`config.mk`:
```
export PLATFORM = sky130hd
export DESIGN_NAME = byte_stream_tokenizer_unit
export DESIGN_NICKNAME = d
export VERILOG_FILES = /design/src/btok_pkg.sv /design/src/btok_front.sv /design/src/btok_queue.sv /design/src/btok_back.sv /design/src/byte_stream_tokenizer_unit.sv
export SDC_FILE = /design/constraint.sdc
export NUM_CORES = 1
export LEC_CHECK = 0
export BUFFER_PORTS_ARGS = -buffer_cell sky130_fd_sc_hd__buf_4
export CAP_MARGIN = 20
export CELL_PAD_IN_SITES_DETAIL_PLACEMENT = 0
export CELL_PAD_IN_SITES_GLOBAL_PLACEMENT = 1
export CORE_MARGIN = 3
export CORE_UTILIZATION = 53
export DETAILED_ROUTE_END_ITERATION = 8
export GPL_ROUTABILITY_DRIVEN = 0
export PLACE_DENSITY_LB_ADDON = 0.1
export RECOVER_POWER = 25
export SLEW_MARGIN = 20
export SYNTH_ARGS = -nofsm -noshare
export SYNTH_HDL_FRONTEND = slang
export SYNTH_SLANG_ARGS = --single-unit
```
`constraint.sdc`:
```
create_clock -name clk -period 5.1 [get_ports clk]
set_input_delay 0.765 -clock clk [delete_from_list [all_inputs] [get_ports clk]]
set_output_delay 0.765 -clock clk [all_outputs]
set_load 0.005 [all_outputs]
```
`src/btok_pkg.sv`:
```
// Package for the byte stream tokenizer.
// Holds the transaction structs, token kind codes and character constants.
// Used by every module of the block; depends on nothing.
`default_nettype none
package btok_pkg;

  localparam int VALUE_W = 31;
  localparam int QDEPTH  = 4;

  localparam logic [7:0] CH_SEMI  = 8'h3B;
  localparam logic [7:0] CH_OPEN  = 8'h28;
  localparam logic [7:0] CH_CLOSE = 8'h29;

  typedef enum logic [2:0] {
    KIND_SEMI  = 3'd0,
    KIND_OPEN  = 3'd1,
    KIND_CLOSE = 3'd2,
    KIND_INT   = 3'd3,
    KIND_EXIT  = 3'd4,
    KIND_WORD  = 3'd5
  } tok_kind_t;

  typedef struct packed {
    logic [7:0] input_byte;
    logic       final_byte;
  } in_item_t;

  typedef struct packed {
    tok_kind_t          token_kind;
    logic [VALUE_W-1:0] token_value;
    logic               last_of_run;
  } out_item_t;

  typedef struct packed {
    logic      two;
    out_item_t first;
    out_item_t second;
  } tok_pair_t;

  function automatic logic [7:0] exit_char(input logic [1:0] pos);
    logic [7:0] ch;
    case (pos)
      2'd0:    ch = 8'h65;
      2'd1:    ch = 8'h78;
      2'd2:    ch = 8'h69;
      default: ch = 8'h74;
    endcase
    return ch;
  endfunction

  function automatic out_item_t make_tok(input tok_kind_t kind,
                                         input logic [VALUE_W-1:0] value);
    out_item_t t;
    t.token_kind  = kind;
    t.token_value = value;
    t.last_of_run = 1'b0;
    return t;
  endfunction

endpackage
`default_nettype wire

```
`src/btok_front.sv`:
```
// Front part of the tokenizer: accepts bytes, classifies them and tracks the run.
// Pushes the one or two tokens caused by a byte as one queue entry.
// Depends on btok_pkg.
`default_nettype none
module btok_front (
  input  logic                clk,
  input  logic                rst_n,
  input  btok_pkg::in_item_t  in_data,
  input  logic                in_valid,
  output logic                in_ready,
  output logic                push,
  output btok_pkg::tok_pair_t push_data,
  input  logic                q_full
);
  import btok_pkg::*;

  typedef enum logic [1:0] {
    MODE_IDLE   = 2'd0,
    MODE_DIGIT  = 2'd1,
    MODE_LETTER = 2'd2
  } mode_t;

  localparam int EXT_W = VALUE_W + 4;

  mode_t              mode_r, mode_nxt, mode_mid;
  logic [VALUE_W-1:0] acc_r, acc_nxt, acc_base, acc_mid;
  logic [2:0]         pos_r, pos_nxt, pos_base, pos_mid;
  logic               match_r, match_nxt, match_base, match_mid;

  logic [7:0]         c;
  logic               fin, accept;
  logic               is_digit, is_letter, is_sep;
  logic               cont_digit, cont_letter, cont;
  logic [EXT_W-1:0]   acc_x, prod;
  logic               a_v, b_v, c_v;
  out_item_t          tok_a, tok_b, tok_c;
  tok_kind_t          sep_kind;

  always_comb begin
    c         = in_data.input_byte;
    fin       = in_data.final_byte;
    in_ready  = !q_full;
    accept    = in_valid && in_ready;
    is_digit  = (c >= 8'h30) && (c <= 8'h39);
    is_letter = ((c >= 8'h41) && (c <= 8'h5A)) || ((c >= 8'h61) && (c <= 8'h7A));
    is_sep    = (c == CH_SEMI) || (c == CH_OPEN) || (c == CH_CLOSE);
    case (c)
      CH_SEMI: sep_kind = KIND_SEMI;
      CH_OPEN: sep_kind = KIND_OPEN;
      default: sep_kind = KIND_CLOSE;
    endcase

    cont_digit  = (mode_r == MODE_DIGIT) && is_digit;
    cont_letter = (mode_r == MODE_LETTER) && is_letter;
    cont        = cont_digit || cont_letter;

    acc_base   = cont_digit ? acc_r : '0;
    pos_base   = cont_letter ? pos_r : 3'd0;
    match_base = cont_letter ? match_r : 1'b1;

    acc_x = {4'b0000, acc_base};
    prod  = (acc_x << 3) + (acc_x << 1) + {{(EXT_W-4){1'b0}}, c[3:0]};
    if (is_digit) begin
      acc_mid = (|prod[EXT_W-1:VALUE_W]) ? {VALUE_W{1'b1}} : prod[VALUE_W-1:0];
    end else begin
      acc_mid = acc_base;
    end

    pos_mid   = pos_base;
    match_mid = match_base;
    if (is_letter) begin
      if (match_base && (pos_base < 3'd4) && (c == exit_char(pos_base[1:0]))) begin
        pos_mid = pos_base + 3'd1;
      end else begin
        match_mid = 1'b0;
      end
    end

    if (cont) begin
      mode_mid = mode_r;
    end else if (is_digit) begin
      mode_mid = MODE_DIGIT;
    end else if (is_letter) begin
      mode_mid = MODE_LETTER;
    end else begin
      mode_mid = MODE_IDLE;
    end

    a_v   = !cont && ((mode_r == MODE_DIGIT) || (mode_r == MODE_LETTER));
    tok_a = (mode_r == MODE_DIGIT) ? make_tok(KIND_INT, acc_r)
          : make_tok((match_r && (pos_r == 3'd4)) ? KIND_EXIT : KIND_WORD, '0);
    b_v   = !cont && is_sep;
    tok_b = make_tok(sep_kind, '0);
    c_v   = fin && ((mode_mid == MODE_DIGIT) || (mode_mid == MODE_LETTER));
    tok_c = (mode_mid == MODE_DIGIT) ? make_tok(KIND_INT, acc_mid)
          : make_tok((match_mid && (pos_mid == 3'd4)) ? KIND_EXIT : KIND_WORD, '0);

    push_data.two    = (a_v && (b_v || c_v)) || (b_v && c_v);
    push_data.first  = a_v ? tok_a : (b_v ? tok_b : tok_c);
    push_data.second = (a_v && b_v) ? tok_b : tok_c;
    push_data.first.last_of_run  = !push_data.two;
    push_data.second.last_of_run = 1'b1;
    push = accept && (a_v || b_v || c_v);

    if (fin) begin
      mode_nxt  = MODE_IDLE;
      acc_nxt   = '0;
      pos_nxt   = 3'd0;
      match_nxt = 1'b1;
    end else begin
      mode_nxt  = mode_mid;
      acc_nxt   = acc_mid;
      pos_nxt   = pos_mid;
      match_nxt = match_mid;
    end
  end

  always_ff @(posedge clk) begin
    if (!rst_n) begin
      mode_r  <= MODE_IDLE;
      acc_r   <= '0;
      pos_r   <= 3'd0;
      match_r <= 1'b1;
    end else if (accept) begin
      mode_r  <= mode_nxt;
      acc_r   <= acc_nxt;
      pos_r   <= pos_nxt;
      match_r <= match_nxt;
    end
  end

endmodule
`default_nettype wire

```
`src/btok_queue.sv`:
```
// Short queue of token pairs between the front and back parts.
// Flip-flop storage with a fill count; depends on btok_pkg.
`default_nettype none
module btok_queue #(
  parameter int DEPTH = btok_pkg::QDEPTH
) (
  input  logic                clk,
  input  logic                rst_n,
  input  logic                push,
  input  btok_pkg::tok_pair_t push_data,
  output logic                full,
  input  logic                pop,
  output logic                rd_valid,
  output btok_pkg::tok_pair_t rd_data
);
  import btok_pkg::*;

  localparam int PTR_W = (DEPTH > 1) ? $clog2(DEPTH) : 1;
  localparam int CNT_W = $clog2(DEPTH + 1);

  tok_pair_t          slot_r [DEPTH];
  logic [PTR_W-1:0]   wr_ptr_r, rd_ptr_r;
  logic [CNT_W-1:0]   count_r, count_nxt;
  logic               do_push, do_pop;

  always_comb begin
    full     = (count_r == CNT_W'(DEPTH));
    rd_valid = (count_r != '0);
    rd_data  = slot_r[rd_ptr_r];
    do_push  = push && !full;
    do_pop   = pop && rd_valid;
    count_nxt = count_r;
    if (do_push && !do_pop) begin
      count_nxt = count_r + CNT_W'(1);
    end else if (do_pop && !do_push) begin
      count_nxt = count_r - CNT_W'(1);
    end
  end

  always_ff @(posedge clk) begin
    if (do_push) begin
      slot_r[wr_ptr_r] <= push_data;
    end
  end

  always_ff @(posedge clk) begin
    if (!rst_n) begin
      wr_ptr_r <= '0;
      rd_ptr_r <= '0;
      count_r  <= '0;
    end else begin
      count_r <= count_nxt;
      if (do_push) begin
        wr_ptr_r <= (wr_ptr_r == PTR_W'(DEPTH - 1)) ? '0 : wr_ptr_r + PTR_W'(1);
      end
      if (do_pop) begin
        rd_ptr_r <= (rd_ptr_r == PTR_W'(DEPTH - 1)) ? '0 : rd_ptr_r + PTR_W'(1);
      end
    end
  end

endmodule
`default_nettype wire

```
`src/btok_back.sv`:
```
// Back part of the tokenizer: unpacks queue entries into single tokens.
// Drives the registered result channel; depends on btok_pkg.
`default_nettype none
module btok_back (
  input  logic                clk,
  input  logic                rst_n,
  input  logic                rd_valid,
  input  btok_pkg::tok_pair_t rd_data,
  output logic                pop,
  output logic                out_valid,
  input  logic                out_ready,
  output btok_pkg::out_item_t out_data
);
  import btok_pkg::*;

  logic      out_valid_r, hold_r;
  out_item_t out_item_r, hold_item_r;
  logic      out_free;

  always_comb begin
    out_free  = !out_valid_r || out_ready;
    pop       = out_free && !hold_r && rd_valid;
    out_valid = out_valid_r;
    out_data  = out_item_r;
  end

  always_ff @(posedge clk) begin
    if (out_free) begin
      if (hold_r) begin
        out_item_r <= hold_item_r;
      end else begin
        out_item_r  <= rd_data.first;
        hold_item_r <= rd_data.second;
      end
    end
  end

  always_ff @(posedge clk) begin
    if (!rst_n) begin
      out_valid_r <= 1'b0;
      hold_r      <= 1'b0;
    end else if (out_free) begin
      if (hold_r) begin
        out_valid_r <= 1'b1;
        hold_r      <= 1'b0;
      end else begin
        out_valid_r <= rd_valid;
        hold_r      <= rd_valid && rd_data.two;
      end
    end
  end

endmodule
`default_nettype wire

```
`src/byte_stream_tokenizer_unit.sv`:
```
// Top level of the byte stream tokenizer.
// Connects btok_front, btok_queue and btok_back; depends on btok_pkg.
//
//   Channel  Direction  Handshake             Payload
//   in_      input      in_valid / in_ready   btok_pkg::in_item_t
//   out_     output     out_valid / out_ready btok_pkg::out_item_t
//
// One byte is accepted per cycle while the four-entry token queue has room.
// The result register delivers one token per cycle while out_ready is high, so a
// byte causing two tokens takes two output transfers. A byte's first token passes
// through a queue slot and then the result register. Reset is synchronous and
// clears the run state and the queue. Either side may stall without losing a transaction.
`default_nettype none
module byte_stream_tokenizer_unit #(
  parameter int QUEUE_DEPTH = btok_pkg::QDEPTH
) (
  input  logic                clk,
  input  logic                rst_n,
  input  logic                in_valid,
  output logic                in_ready,
  input  btok_pkg::in_item_t  in_data,
  output logic                out_valid,
  input  logic                out_ready,
  output btok_pkg::out_item_t out_data
);
  import btok_pkg::*;

  logic      push, q_full, pop, rd_valid;
  tok_pair_t push_data, rd_data;

  btok_front u_front (
    .clk       (clk),
    .rst_n     (rst_n),
    .in_data   (in_data),
    .in_valid  (in_valid),
    .in_ready  (in_ready),
    .push      (push),
    .push_data (push_data),
    .q_full    (q_full)
  );

  btok_queue #(
    .DEPTH (QUEUE_DEPTH)
  ) u_queue (
    .clk       (clk),
    .rst_n     (rst_n),
    .push      (push),
    .push_data (push_data),
    .full      (q_full),
    .pop       (pop),
    .rd_valid  (rd_valid),
    .rd_data   (rd_data)
  );

  btok_back u_back (
    .clk       (clk),
    .rst_n     (rst_n),
    .rd_valid  (rd_valid),
    .rd_data   (rd_data),
    .pop       (pop),
    .out_valid (out_valid),
    .out_ready (out_ready),
    .out_data  (out_data)
  );

endmodule
`default_nettype wire

```
==> results of run 1 <==
-- Yosys cell counts (20+ instances only) --
library cell,instances,area share
sky130_fd_sc_hd__a211oi_1,25,0.010
sky130_fd_sc_hd__a21oi_1,190,0.052
sky130_fd_sc_hd__a31oi_1,38,0.013
sky130_fd_sc_hd__and3_1,36,0.012
sky130_fd_sc_hd__clkbuf_1,50,0.010
sky130_fd_sc_hd__dfxtp_1,48,0.053
sky130_fd_sc_hd__edfxtp_1,349,0.57
sky130_fd_sc_hd__ha_1,72,0.049
sky130_fd_sc_hd__inv_1,21,0.0043
sky130_fd_sc_hd__mux2_2,34,0.021
sky130_fd_sc_hd__mux4_2,70,0.086
sky130_fd_sc_hd__nand2_1,51,0.010
sky130_fd_sc_hd__nor2_1,58,0.012
sky130_fd_sc_hd__o21ai_0,20,0.0055
sky130_fd_sc_hd__xnor2_1,20,0.0096
-- power by group through the flow --
stage	Clock (mW)	Combinational [mW]	Sequential, mW
detailed placement	0	1.47	4.25
floorplan	0	0.986	4.14
CTS	2.84	1.48	4.19
finish	2.80	1.43	4.17
global route	2.98	1.56	4.22
global placement	0	1.46	4.24
-- kinds of logic (layout without fill, tap and decap cells) --
logic type                 count (synthesis)  after routing
adders and majority gates                 74             74
xor gates and xnor gates                  28             28
and+or+nand+nor                          235            235
AOI/OAI and AO/OA                        334            334
DFF                                      397            397
muxes                                    111            111
buffers and inverters                    100            234
-- layout make-up --
class | count | area, um2
inverters | 22 | 82.6
multi-input cells | 782 | 6420
clock buffers | 54 | 1070
clock inverters | 17 | 179
repair buffers | 141 | 1180
well taps | 448 | 561
fillers | 2568 | 12800
flip-flops and latches | 397 | 11400
-- final timing paths --
| check | from | endpoint | slack, ns | cells past startpoint |
|---|---|---|---|---|
| hold / removal | u_queue.count_r[2] | u_queue.count_r[2] | 0.52 | 2 |
| setup / recovery | u_front.mode_r[1] | u_queue.slot_r[3][63] | 0.45 | 19 |
| setup reg to reg | u_front.mode_r[1] | u_queue.slot_r[3][63] | 0.45 | 19 |
| hold reg to reg | u_queue.count_r[2] | u_queue.count_r[2] | 0.52 | 2 |
-- sequential cells by signal, indices dropped and copies added, names as in the netlist, 2 cells and up, named ones only --
signal / count
u_queue.slot_r: 280
u_back.out_data: 35
u_back.hold_item_r: 34
u_front.acc_r: 31
u_front.pos_r: 3
u_queue.count_r: 3
u_front.mode_r: 2
u_queue.rd_ptr_r: 2
u_queue.wr_ptr_r: 2
-- tightest hold or removal path, delay by kind of cell (launching register included) --
kind | cells | cell delay, ns
flip-flops | 1 | 0.33
AO/OA/AOI/OAI | 2 | 0.14
-- per-layer routing --
metal  GRT usage  up-vias  part of all wire
met1       0.375     5682              0.48
met3      0.0285       37             0.069
li1            -     5241                 -
met4      0.0426        0             0.011
met5           0        -                 0
met2       0.339      379              0.44
-- repair_timing --
action                                 4_1_cts  5_1_grt
endpoints found under the hold margin        0        0
setup endpoints to repair                    0        4
resized for setup                            0        1
==> results by group, run 1 <==
Run status
  – Status: finished, violations left
  – Failing checks: max-capacitance violations, max-slew violations

Power
  – Total power per unit cell area: 401 nW/um2
  – Fraction of power spent switching nets: 0.241
  – Share of total power in combinational logic: 0.170
  – LEAKAGE: 7.55 nW
  – Sequential share of power: 0.497
  – Power, Total: 8.41 mW
  – Internal power: 6.38 mW
  – Switching pwr: 2.02 mW
  – Fraction of power consumed by the clock network: 0.333
  – Worst voltage drop across the vdd grid: 0.256 mV

Timing
  – Maximum operating frequency: 215 MHz
  – Worst slew slack as a fraction of its limit: -0.765
  – Fin Clk Skew: 0.0250 ns
  – Sum of negative setup slack: 0 ns
  – Final-layout worst hold slack: 0.515 ns
  – Count of pins over their slew limit: 110
  – Total of endpoints with negative setup slack in the final report: 0
  – Minimum clock period: 4.65 ns
  – Fin crit share: 0.911
  – Number of hold violations in the final report: 0
  – Slew of the pin with the lowest slew margin: 2.64 ns
  – Setup repair after global routing missed its margin: false
  – Worst-case setup margin in the final layout: 0.454 ns

Critical path
  – Signal arrival time at the worst endpoint: 4.94 ns
  – Crit-path max FO: 20
  – Worst Setup Start Kind: register
  – Kind of end point of the critical path: register
  – Slowest library cell on the worst path: sky130_fd_sc_hd__a211oi_1
  – Required time of the critical path: 5.39 ns
  – Buf/Inv on CP: 5
  – Setup Crit Path Kind: reg2reg
  – Largest stage delay on the critical path: 0.49 ns
  – Crit path max-delay family: compound AO/OA/AOI/OAI gates
  – Chain of cells forming the critical path: inv_1 > ha_1 > buf_4 > and3_1 > ha_1 > ha_1 > inv_1 > fa_1 > nand2b_1 > a21oi_1 > nor3b_2 > nor2_1 > o31a_1 > buf_4 > o41ai_1 > xnor2_1 > a211oi_1 > a21oi_1 > buf_4

Synthesis
  – Mean instance size in the synthesized netlist: 14.3 um2
  – Fraction of the mapped netlist area in compound gates: 0.108
  – Synth Area in XOR/XNOR: 0.0134
  – Portion of the post-synthesis area used by sequential elements: 0.627
  – Count of synthesis-stage warnings from yosys: 0
  – Multiplexer share of the synthesized area: 0.111
  – Gate count of the mapped netlist: 1,279
  – Yosys reg bits: 397
  – Number of flops mapped to enable cells by yosys: 349
  – Number of distinct library cells after synthesis: 68
  – Share of synthesized flip-flops with an asynchronous set or reset: 0
  – Area of the mapped netlist: 18,300 um2
  – Dominant combinational cell family by area after synthesis: multiplexers
  – Simple-gate share of the synthesized area: 0.0659
  – Adder-cell share of the synthesized area: 0.0515
  – Number of nets produced by synthesis: 1,366
  – Primary FF master, synth: sky130_fd_sc_hd__edfxtp_1

Layout
  – Count of antenna diodes in the layout: 0
  – Number of nets in the layout: 1,471
  – Count of placed standard cells in the final layout, fillers left out: 1,861
  – Share of cells above drive strength 1: 0.219
  – Most frequent standard cell in the layout excluding fill and tap cells: sky130_fd_sc_hd__edfxtp_1
  – Area of all placed cells without fillers: 20,900 um2
  – Final core occ: 0.621
  – Leading cell types in the layout, fill and taps excluded: 349 x sky130_fd_sc_hd__edfxtp_1, 190 x sky130_fd_sc_hd__a21oi_1, 85 x sky130_fd_sc_hd__buf_4, 72 x sky130_fd_sc_hd__ha_1, 70 x sky130_fd_sc_hd__mux4_2
  – Relative area change from synthesis to final layout: 14.7%

Floorplanning
  – Std-Cell Core Area: 33,700 um2
  – Die Outline Area: 36,700 um2
  – Std-Cell Rows: 67
  – Initial Utilization: 0.542
  – Horiz. Die Dim: 192 um
  – Die outline height: 192 um
  – Ports placed on the boundary: 50

Clock tree
  – TritonCTS clock tree: done
  – Largest buffer count on any clock path: 3
  – Clock transition at the registers of the reported paths: 0.06 ns
  – H-tree levels: 2
  – CTS Sinks: 397
  – Buffer cell driving the clock tree root: sky130_fd_sc_hd__clkbuf_16
  – Number of buffers created by CTS: 40
  – Post-CTS Setup Bufs: 0
  – CTS hold repair buffers: 0
  – Clock latency reported for the late side of the worst-skew pair: 0.53 ns

Global routing
  – Largest net degree at the start of global routing: 71
  – Vias in the first global route: 10,829
  – Grt ovf: 0
  – First-pass GRT wire length: 64.6 mm
  – Total routing resource utilization after global routing: 0.231
  – Antenna violations before repair: 1

Detailed routing
  – Routed Antenna Nets: 0
  – Overall routed net length: 41.5 mm
  – Avg Vias per Cell: 6.09
  – Violation count after the first detailed-routing iteration: 1,130
  – First-pass iteration count of the detailed router: 5
  – Overall via count from detail_route: 11,339
  – WL per Instance: 22.3 um
  – Number of remaining DRC errors: 0

Place
  – Total placed instance area: 19,700 um2
  – Detailed placement HPWL: 27.6 mm
  – Port buffer count: 49
  – Post-placement worst setup slack: -0.241 ns
  – Cell count after placement: 1,790

Hold path
  – Class of the worst hold path: reg2reg

Run
  – Max capacitance violation total: 3
Note: power is estimated with default switching activity, not from simulation.
==> run 2: changes to the inputs <==
- RECOVER_POWER: 25 -> unset
==> run 2 against run 1 <==
The run now ends clean. Non-clock buffer count is the same. Largest cell class unchanged. Final area grew 0.20%. Clock skew shrank 0.00071 ns. Largest power group unchanged. Critical endpoint unchanged. Sequential share of layout area is 0.087 points lower.
==> results by group, run 2 (synthesized netlist as in run 1, its figures left out) <==
Timing
  – Total of endpoints with negative setup slack in the final report: 0
  – Worst slew slack as a fraction of its limit: 0.253
  – Slew of the pin with the lowest slew margin: 1.12 ns
  – Count of pins over their slew limit: 0
  – Sum of negative setup slack: 0 ns
  – Maximum operating frequency: 218 MHz
  – Minimum clock period: 4.59 ns
  – Setup repair after global routing missed its margin: false
  – Fin crit share: 0.899
  – Number of hold violations in the final report: 0
  – Fin Clk Skew: 0.0242 ns

Global routing
  – Grt ovf: 0
  – Total routing resource utilization after global routing: 0.231
  – Antenna violations before repair: 1
  – Vias in the first global route: 10,829
  – Largest net degree at the start of global routing: 71
  – First-pass GRT wire length: 64.6 mm

Place
  – Detailed placement HPWL: 27.6 mm
  – Port buffer count: 49

Layout
  – Count of antenna diodes in the layout: 0
  – Final core occ: 0.622
  – Number of nets in the layout: 1,471
  – Relative area change from synthesis to final layout: 14.9%
  – Register containing the most flip-flops in the final layout: u_queue.slot_r
  – Number of fill cells: 2,560
  – Share of cells above drive strength 1: 0.231
  – Largest register FFs: 280
  – Most frequent standard cell in the layout excluding fill and tap cells: sky130_fd_sc_hd__edfxtp_1
  – Leading cell types in the layout, fill and taps excluded: 349 x sky130_fd_sc_hd__edfxtp_1, 190 x sky130_fd_sc_hd__a21oi_1, 129 x sky130_fd_sc_hd__buf_4, 72 x sky130_fd_sc_hd__ha_1, 70 x sky130_fd_sc_hd__mux4_2

Power
  – Share of total power in combinational logic: 0.173
  – Total power per unit cell area: 402 nW/um2
  – Worst voltage drop across the vdd grid: 0.260 mV
  – Power, Total: 8.43 mW
  – Fraction of power consumed by the clock network: 0.331
  – Internal power: 6.40 mW
  – LEAKAGE: 7.58 nW
  – Fraction of power spent switching nets: 0.240
  – Switching pwr: 2.03 mW
  – Sequential share of power: 0.495

Detailed routing
  – Overall routed net length: 41.6 mm
  – Overall via count from detail_route: 11,291
  – WL per Instance: 22.3 um
  – Violation count after the first detailed-routing iteration: 1,131
  – First-pass iteration count of the detailed router: 5
  – Avg Vias per Cell: 6.07
  – Routed Antenna Nets: 0
  – Number of remaining DRC errors: 0

Floorplanning
  – Horiz. Die Dim: 192 um
  – Std-Cell Core Area: 33,700 um2
  – Std-Cell Rows: 67
  – Initial Utilization: 0.542
  – Ports placed on the boundary: 50
  – Die Outline Area: 36,700 um2
  – Die outline height: 192 um

Critical path
  – Crit-path max FO: 20
  – Kind of end point of the critical path: register
  – Reg2Reg Launch Point: u_front.mode_r[1]
  – Launch point of the worst path: u_front.mode_r[1]
  – Signal arrival time at the worst endpoint: 4.87 ns
  – Setup Crit Path Kind: reg2reg
  – Capture point of the critical path: u_queue.slot_r[3][63]
  – R2r endpoint: u_queue.slot_r[3][63]
  – Worst Setup Start Kind: register
  – Number of cells on the worst reg-to-reg path: 19
  – Required time of the critical path: 5.39 ns
  – Flop-to-flop setup slack: 0.51 ns

Clock tree
  – Largest buffer count on any clock path: 3
  – H-tree levels: 2
  – Number of buffers created by CTS: 40
  – Clock transition at the registers of the reported paths: 0.06 ns
  – CTS Sinks: 397
  – TritonCTS clock tree: done
  – CTS hold repair buffers: 0
  – Clock latency reported for the late side of the worst-skew pair: 0.53 ns
  – Buffer cell driving the clock tree root: sky130_fd_sc_hd__clkbuf_16

Run status
  – Status: finished clean

Run
  – Max capacitance violation total: 0

Hold path
  – Class of the worst hold path: reg2reg
## run 2: cell count changes in the layout (fill, tap and decap cells not counted), sizes merged
cell	before	now
buf	97	141
clkbuf	98	54
## run 2: through the flow
stage	std cells	setup WS [ns]	instance area (um2)	hold slack, ns
final	1861	0.513	21000	0.515
after global routing	1861	0.161	21000	0.529
after CTS	1861	0.293	21000	0.514
after detailed placement	1790	-0.241	19700	0.504
after global placement	1790	-0.342	19700	0.502
after floorplan	1279	0.379	18300	0.478
## run 2: how the worst min path moves through the flow
| stage | from | endpoint | slack, ns | cells past startpoint |
|---|---|---|---|---|
| 3_3_place_gp | u_queue.count_r[2] | u_queue.count_r[2] | 0.50 | 2 |
| 3_5_place_dp | u_queue.count_r[2] | u_queue.count_r[2] | 0.50 | 2 |
| 6_report | u_queue.count_r[2] | u_queue.count_r[2] | 0.52 | 2 |
| 5_1_grt | rst_n | u_front.match_r | 0.53 | 2 |
| 2_1_floorplan | u_queue.count_r[2] | u_queue.count_r[2] | 0.48 | 2 |
| 4_1_cts | u_queue.count_r[2] | u_queue.count_r[2] | 0.51 | 2 |
## run 2: worst max-delay path, stage by stage, from the launching register on
cell and delay (ns):
sky130_fd_sc_hd__dfxtp_1 0.33, sky130_fd_sc_hd__inv_1 0.08, sky130_fd_sc_hd__ha_1 0.43, sky130_fd_sc_hd__buf_4 0.29
sky130_fd_sc_hd__and3_1 0.20, sky130_fd_sc_hd__ha_1 0.24, sky130_fd_sc_hd__ha_1 0.21, sky130_fd_sc_hd__inv_1 0.07
sky130_fd_sc_hd__fa_1 0.18, sky130_fd_sc_hd__nand2b_1 0.14, sky130_fd_sc_hd__a21oi_1 0.11, sky130_fd_sc_hd__nor3b_2 0.23
sky130_fd_sc_hd__nor2_1 0.08, sky130_fd_sc_hd__o31a_1 0.32, sky130_fd_sc_hd__buf_4 0.16, sky130_fd_sc_hd__o41ai_1 0.30
sky130_fd_sc_hd__xnor2_1 0.22, sky130_fd_sc_hd__a211oi_1 0.45, sky130_fd_sc_hd__a21oi_1 0.14, sky130_fd_sc_hd__buf_4 0.17
## run 2: power groups by stage
stage	Clock, mW	Sequential (mW)	Combinational (mW)
6_report	2.79	4.18	1.46
5_1_grt	2.98	4.22	1.58
4_1_cts	2.84	4.19	1.48
3_5_place_dp	0	4.25	1.47
3_3_place_gp	0	4.24	1.46
2_1_floorplan	0	4.14	0.986
## run 2: timing repair
action                                  in CTS  in global routing
resized for setup                            0                  1
endpoints found under the setup margin       0                  4
setup buffers                                0                  0
## run 2: routing by layer
metal  track usage  wire (um)
met1         0.375      19900
met2         0.339      18300
met3        0.0285       2860
met4        0.0426        478
met5             0          0
## run 2: area by class of cell
class | instances | area, um2 | share of cell area
flip-flops and latches | 397 | 11400 | 0.546
clock buffers | 54 | 1070 | 0.0512
inverters | 22 | 82.6 | 0.00394
clock inverters | 17 | 179 | 0.00853
repair buffers | 141 | 1210 | 0.0576
well taps | 448 | 561 | 0.0267
multi-input cells | 782 | 6430 | 0.306
==> run 3: changes to the inputs <==
- SYNTH_HIERARCHICAL: unset -> 1
==> run 3 against run 2 <==
Combinational power is 19% lower. Final area is 3.2% lower. Synthesized cell count is 7.7% lower. Worst hold slack worse by 0.042 ns. Clock power increased by 3%. Wire length is 6.6% lower. Global-route usage fell by 1.0 points. Worst setup slack got worse by 0.035 ns. Maximum frequency shrank 0.75%. Cell count decreased by 6.8%. Critical path type is now in2reg. Largest power group unchanged. Highest routed layer unchanged.
==> results by group, run 3 <==
Synthesis
  – Share of Yosys cell area claimed by the top area cell type: 0.591
  – Number of nets produced by synthesis: 1,267
  – Yosys top cell by area: sky130_fd_sc_hd__edfxtp_1
  – Main area contributors after synthesis: sky130_fd_sc_hd__edfxtp_1 59%, sky130_fd_sc_hd__mux4_2 8.8%, sky130_fd_sc_hd__dfxtp_1 5.3%
  – Number of distinct library cells after synthesis: 75
  – Mean instance size in the synthesized netlist: 15.2 um2
  – Cell with the most instances after synthesis: sky130_fd_sc_hd__edfxtp_1
  – Share of synthesized flip-flops with an asynchronous set or reset: 0
  – Top cell types by occurrence after synthesis: 354 x sky130_fd_sc_hd__edfxtp_1, 87 x sky130_fd_sc_hd__nor2_1, 84 x sky130_fd_sc_hd__nand2_1
  – Count of synthesis-stage warnings from yosys: 6
  – Yosys reg bits: 402
  – Primary FF master, synth: sky130_fd_sc_hd__edfxtp_1
  – Portion of the post-synthesis area used by sequential elements: 0.644
  – Area of the mapped netlist: 18,000 um2
  – Gate count of the mapped netlist: 1,180
  – Number of flops mapped to enable cells by yosys: 354

Floorplanning
  – Ports placed on the boundary: 50
  – Std-Cell Core Area: 33,000 um2
  – Std-Cell Rows: 66
  – Initial Utilization: 0.545
  – Die outline height: 190 um
  – Die Outline Area: 36,200 um2
  – Horiz. Die Dim: 190 um

Layout
  – Area of all placed cells without fillers: 20,300 um2
  – Count of antenna diodes in the layout: 0
  – Relative area change from synthesis to final layout: 12.8%
  – Leading cell types in the layout, fill and taps excluded: 354 x sky130_fd_sc_hd__edfxtp_1, 87 x sky130_fd_sc_hd__buf_4, 86 x sky130_fd_sc_hd__nor2_1, 84 x sky130_fd_sc_hd__nand2_1, 75 x sky130_fd_sc_hd__o21ai_0
  – Register containing the most flip-flops in the final layout: u_queue/slot_r
  – Number of nets in the layout: 1,348
  – Share of cells above drive strength 1: 0.220
  – Most frequent standard cell in the layout excluding fill and tap cells: sky130_fd_sc_hd__edfxtp_1
  – Number of fill cells: 2,496
  – Largest register FFs: 284

Timing
  – Worst slew slack as a fraction of its limit: 0.352
  – Number of hold violations in the final report: 0
  – Slew of the pin with the lowest slew margin: 0.970 ns
  – Fin crit share: 0.906
  – Worst-case setup margin in the final layout: 0.478 ns
  – Minimum clock period: 4.62 ns
  – Total of endpoints with negative setup slack in the final report: 0
  – Final-layout worst hold slack: 0.473 ns
  – Maximum operating frequency: 216 MHz
  – Count of pins over their slew limit: 0
  – Setup repair after global routing missed its margin: false
  – Sum of negative setup slack: 0 ns
  – Fin Clk Skew: 0.0205 ns

Power
  – Power, Total: 8.20 mW
  – LEAKAGE: 7.21 nW
  – Worst voltage drop across the vdd grid: 0.294 mV
  – Total power per unit cell area: 404 nW/um2

Detailed routing
  – First-pass iteration count of the detailed router: 5
  – Overall routed net length: 38.9 mm
  – WL per Instance: 22.4 um
  – Overall via count from detail_route: 10,297
  – Avg Vias per Cell: 5.93
  – Routed Antenna Nets: 0
  – Number of remaining DRC errors: 0
  – Violation count after the first detailed-routing iteration: 910

Place
  – Post-placement worst setup slack: -0.0185 ns
  – Port buffer count: 49
  – Total placed instance area: 19,000 um2
  – Detailed placement HPWL: 24.9 mm

Global routing
  – Vias in the first global route: 10,254
  – Antenna violations before repair: 1
  – Largest net degree at the start of global routing: 57
  – Grt ovf: 0
  – Total routing resource utilization after global routing: 0.220
  – First-pass GRT wire length: 60.7 mm

Critical path
  – Number of cells on the critical path: 17
  – Crit-path max FO: 19
  – Largest stage delay on the critical path: 0.49 ns
  – Kind of end point of the critical path: register
  – Launch point of the worst path: in_data[8]
  – R2r endpoint: u_queue/slot_r[0][61]
  – Flop-to-flop setup slack: 0.77 ns
  – Buf/Inv on CP: 2
  – Signal arrival time at the worst endpoint: 4.84 ns
  – Crit path max-delay family: simple AND/OR/NAND/NOR gates
  – Number of cells on the worst reg-to-reg path: 16
  – Required time of the critical path: 5.32 ns
  – Capture point of the critical path: u_queue/slot_r[0][61]
  – Reg2Reg Launch Point: u_front/mode_r[1]
  – Setup Crit Path Kind: in2reg
  – Slowest library cell on the worst path: sky130_fd_sc_hd__fa_1
  – Chain of cells forming the critical path: buf_4 > nor3b_1 > and3_1 > and3_1 > xor2_1 > ha_1 > fa_1 > a211oi_1 > o21ai_1 > o21ai_2 > nand3b_2 > a31o_2 > a2bb2oi_2 > nand3_2 > buf_4 > nor2_1 > o21ai_0
  – Worst Setup Start Kind: primary input

Clock tree
  – TritonCTS clock tree: done
  – Clock transition at the registers of the reported paths: 0.06 ns
  – CTS hold repair buffers: 0
  – H-tree levels: 2
  – Clock latency reported for the late side of the worst-skew pair: 0.54 ns
  – Largest buffer count on any clock path: 3
  – Post-CTS Setup Bufs: 0
  – CTS Sinks: 402
  – CTS-repair resized insts: 0
  – Number of buffers created by CTS: 43
  – Buffer cell driving the clock tree root: sky130_fd_sc_hd__clkbuf_16

Hold path
  – Class of the worst hold path: reg2reg

Run status
  – Status: finished clean

Run
  – Max capacitance violation total: 0
==> run 3: cell count changes after synthesis, sizes merged, moves of 20 or more <==
cell    delta
a211oi    -20
a21oi    -147
a31oi     -36
clkbuf    -27
nand2     +33
nor2      +29
o21ai     +55
==> run 3: area by class of cell <==
class                           instances  area (um2)  share of cell area
Clock buffer                           61        1180              0.0584
Tap cell                              442         553              0.0272
Inverter                               14        52.6             0.00259
Clock inverter                         16         124             0.00610
Timing Repair Buffer                   96         833              0.0411
Sequential cell                       402       11600               0.571
Multi-Input combinational cell        704        5950               0.293
==> run 3: tightest hold or removal path: stages, from the launching register on <==
cell and delay (ns):
sky130_fd_sc_hd__dfxtp_1 0.34, sky130_fd_sc_hd__nand2_1 0.05, sky130_fd_sc_hd__o21ai_0 0.06
==> run 3: power by group <==
group	internal (mW)	switching (mW)	leakage, nW
Sequential	3.97	0.183	3.63
Combinational	0.652	0.533	2.94
Clock	1.67	1.20	0.633
==> run 3: kinds of logic (layout without fill, tap and decap cells) <==
family	count (synthesis)	after routing	synth area share
flip-flops	402	402	0.644
AO/OA/AOI/OAI	196	196	0.0681
XOR/XNOR	27	27	0.0131
buffers and inverters	74	187	0.0266
multiplexers	110	110	0.113
other	1	1	0.000208
adder cells (fa/ha/maj)	74	74	0.0523
AND/OR/NAND/NOR	296	296	0.0823
==> run 3: worst min path at each step <==
stage	start	end	depth (start not counted)
finish	u_front/acc_r[18]	u_front/acc_r[18]	2
global route	u_front/acc_r[10]	u_front/acc_r[10]	2
detailed placement	u_front/acc_r[18]	u_front/acc_r[18]	2
floorplan	u_front/acc_r[27]	u_front/acc_r[27]	2
CTS	u_front/acc_r[18]	u_front/acc_r[18]	2
global placement	u_front/acc_r[18]	u_front/acc_r[18]	2
==> run 3: per-stage QoR <==
stage,cells,utilization
global route,1735,0.615
detailed placement,1658,0.575
global placement,1658,0.575
CTS,1735,0.615
finish,1735,0.615
floorplan,1180,-
==> run 3: routing by layer <==
layer | GRT usage | routed length [um]
met5 | 0 | 0
met1 | 0.335 | 18500
met3 | 0.0279 | 1810
met4 | 0.0519 | 705
met2 | 0.344 | 17800
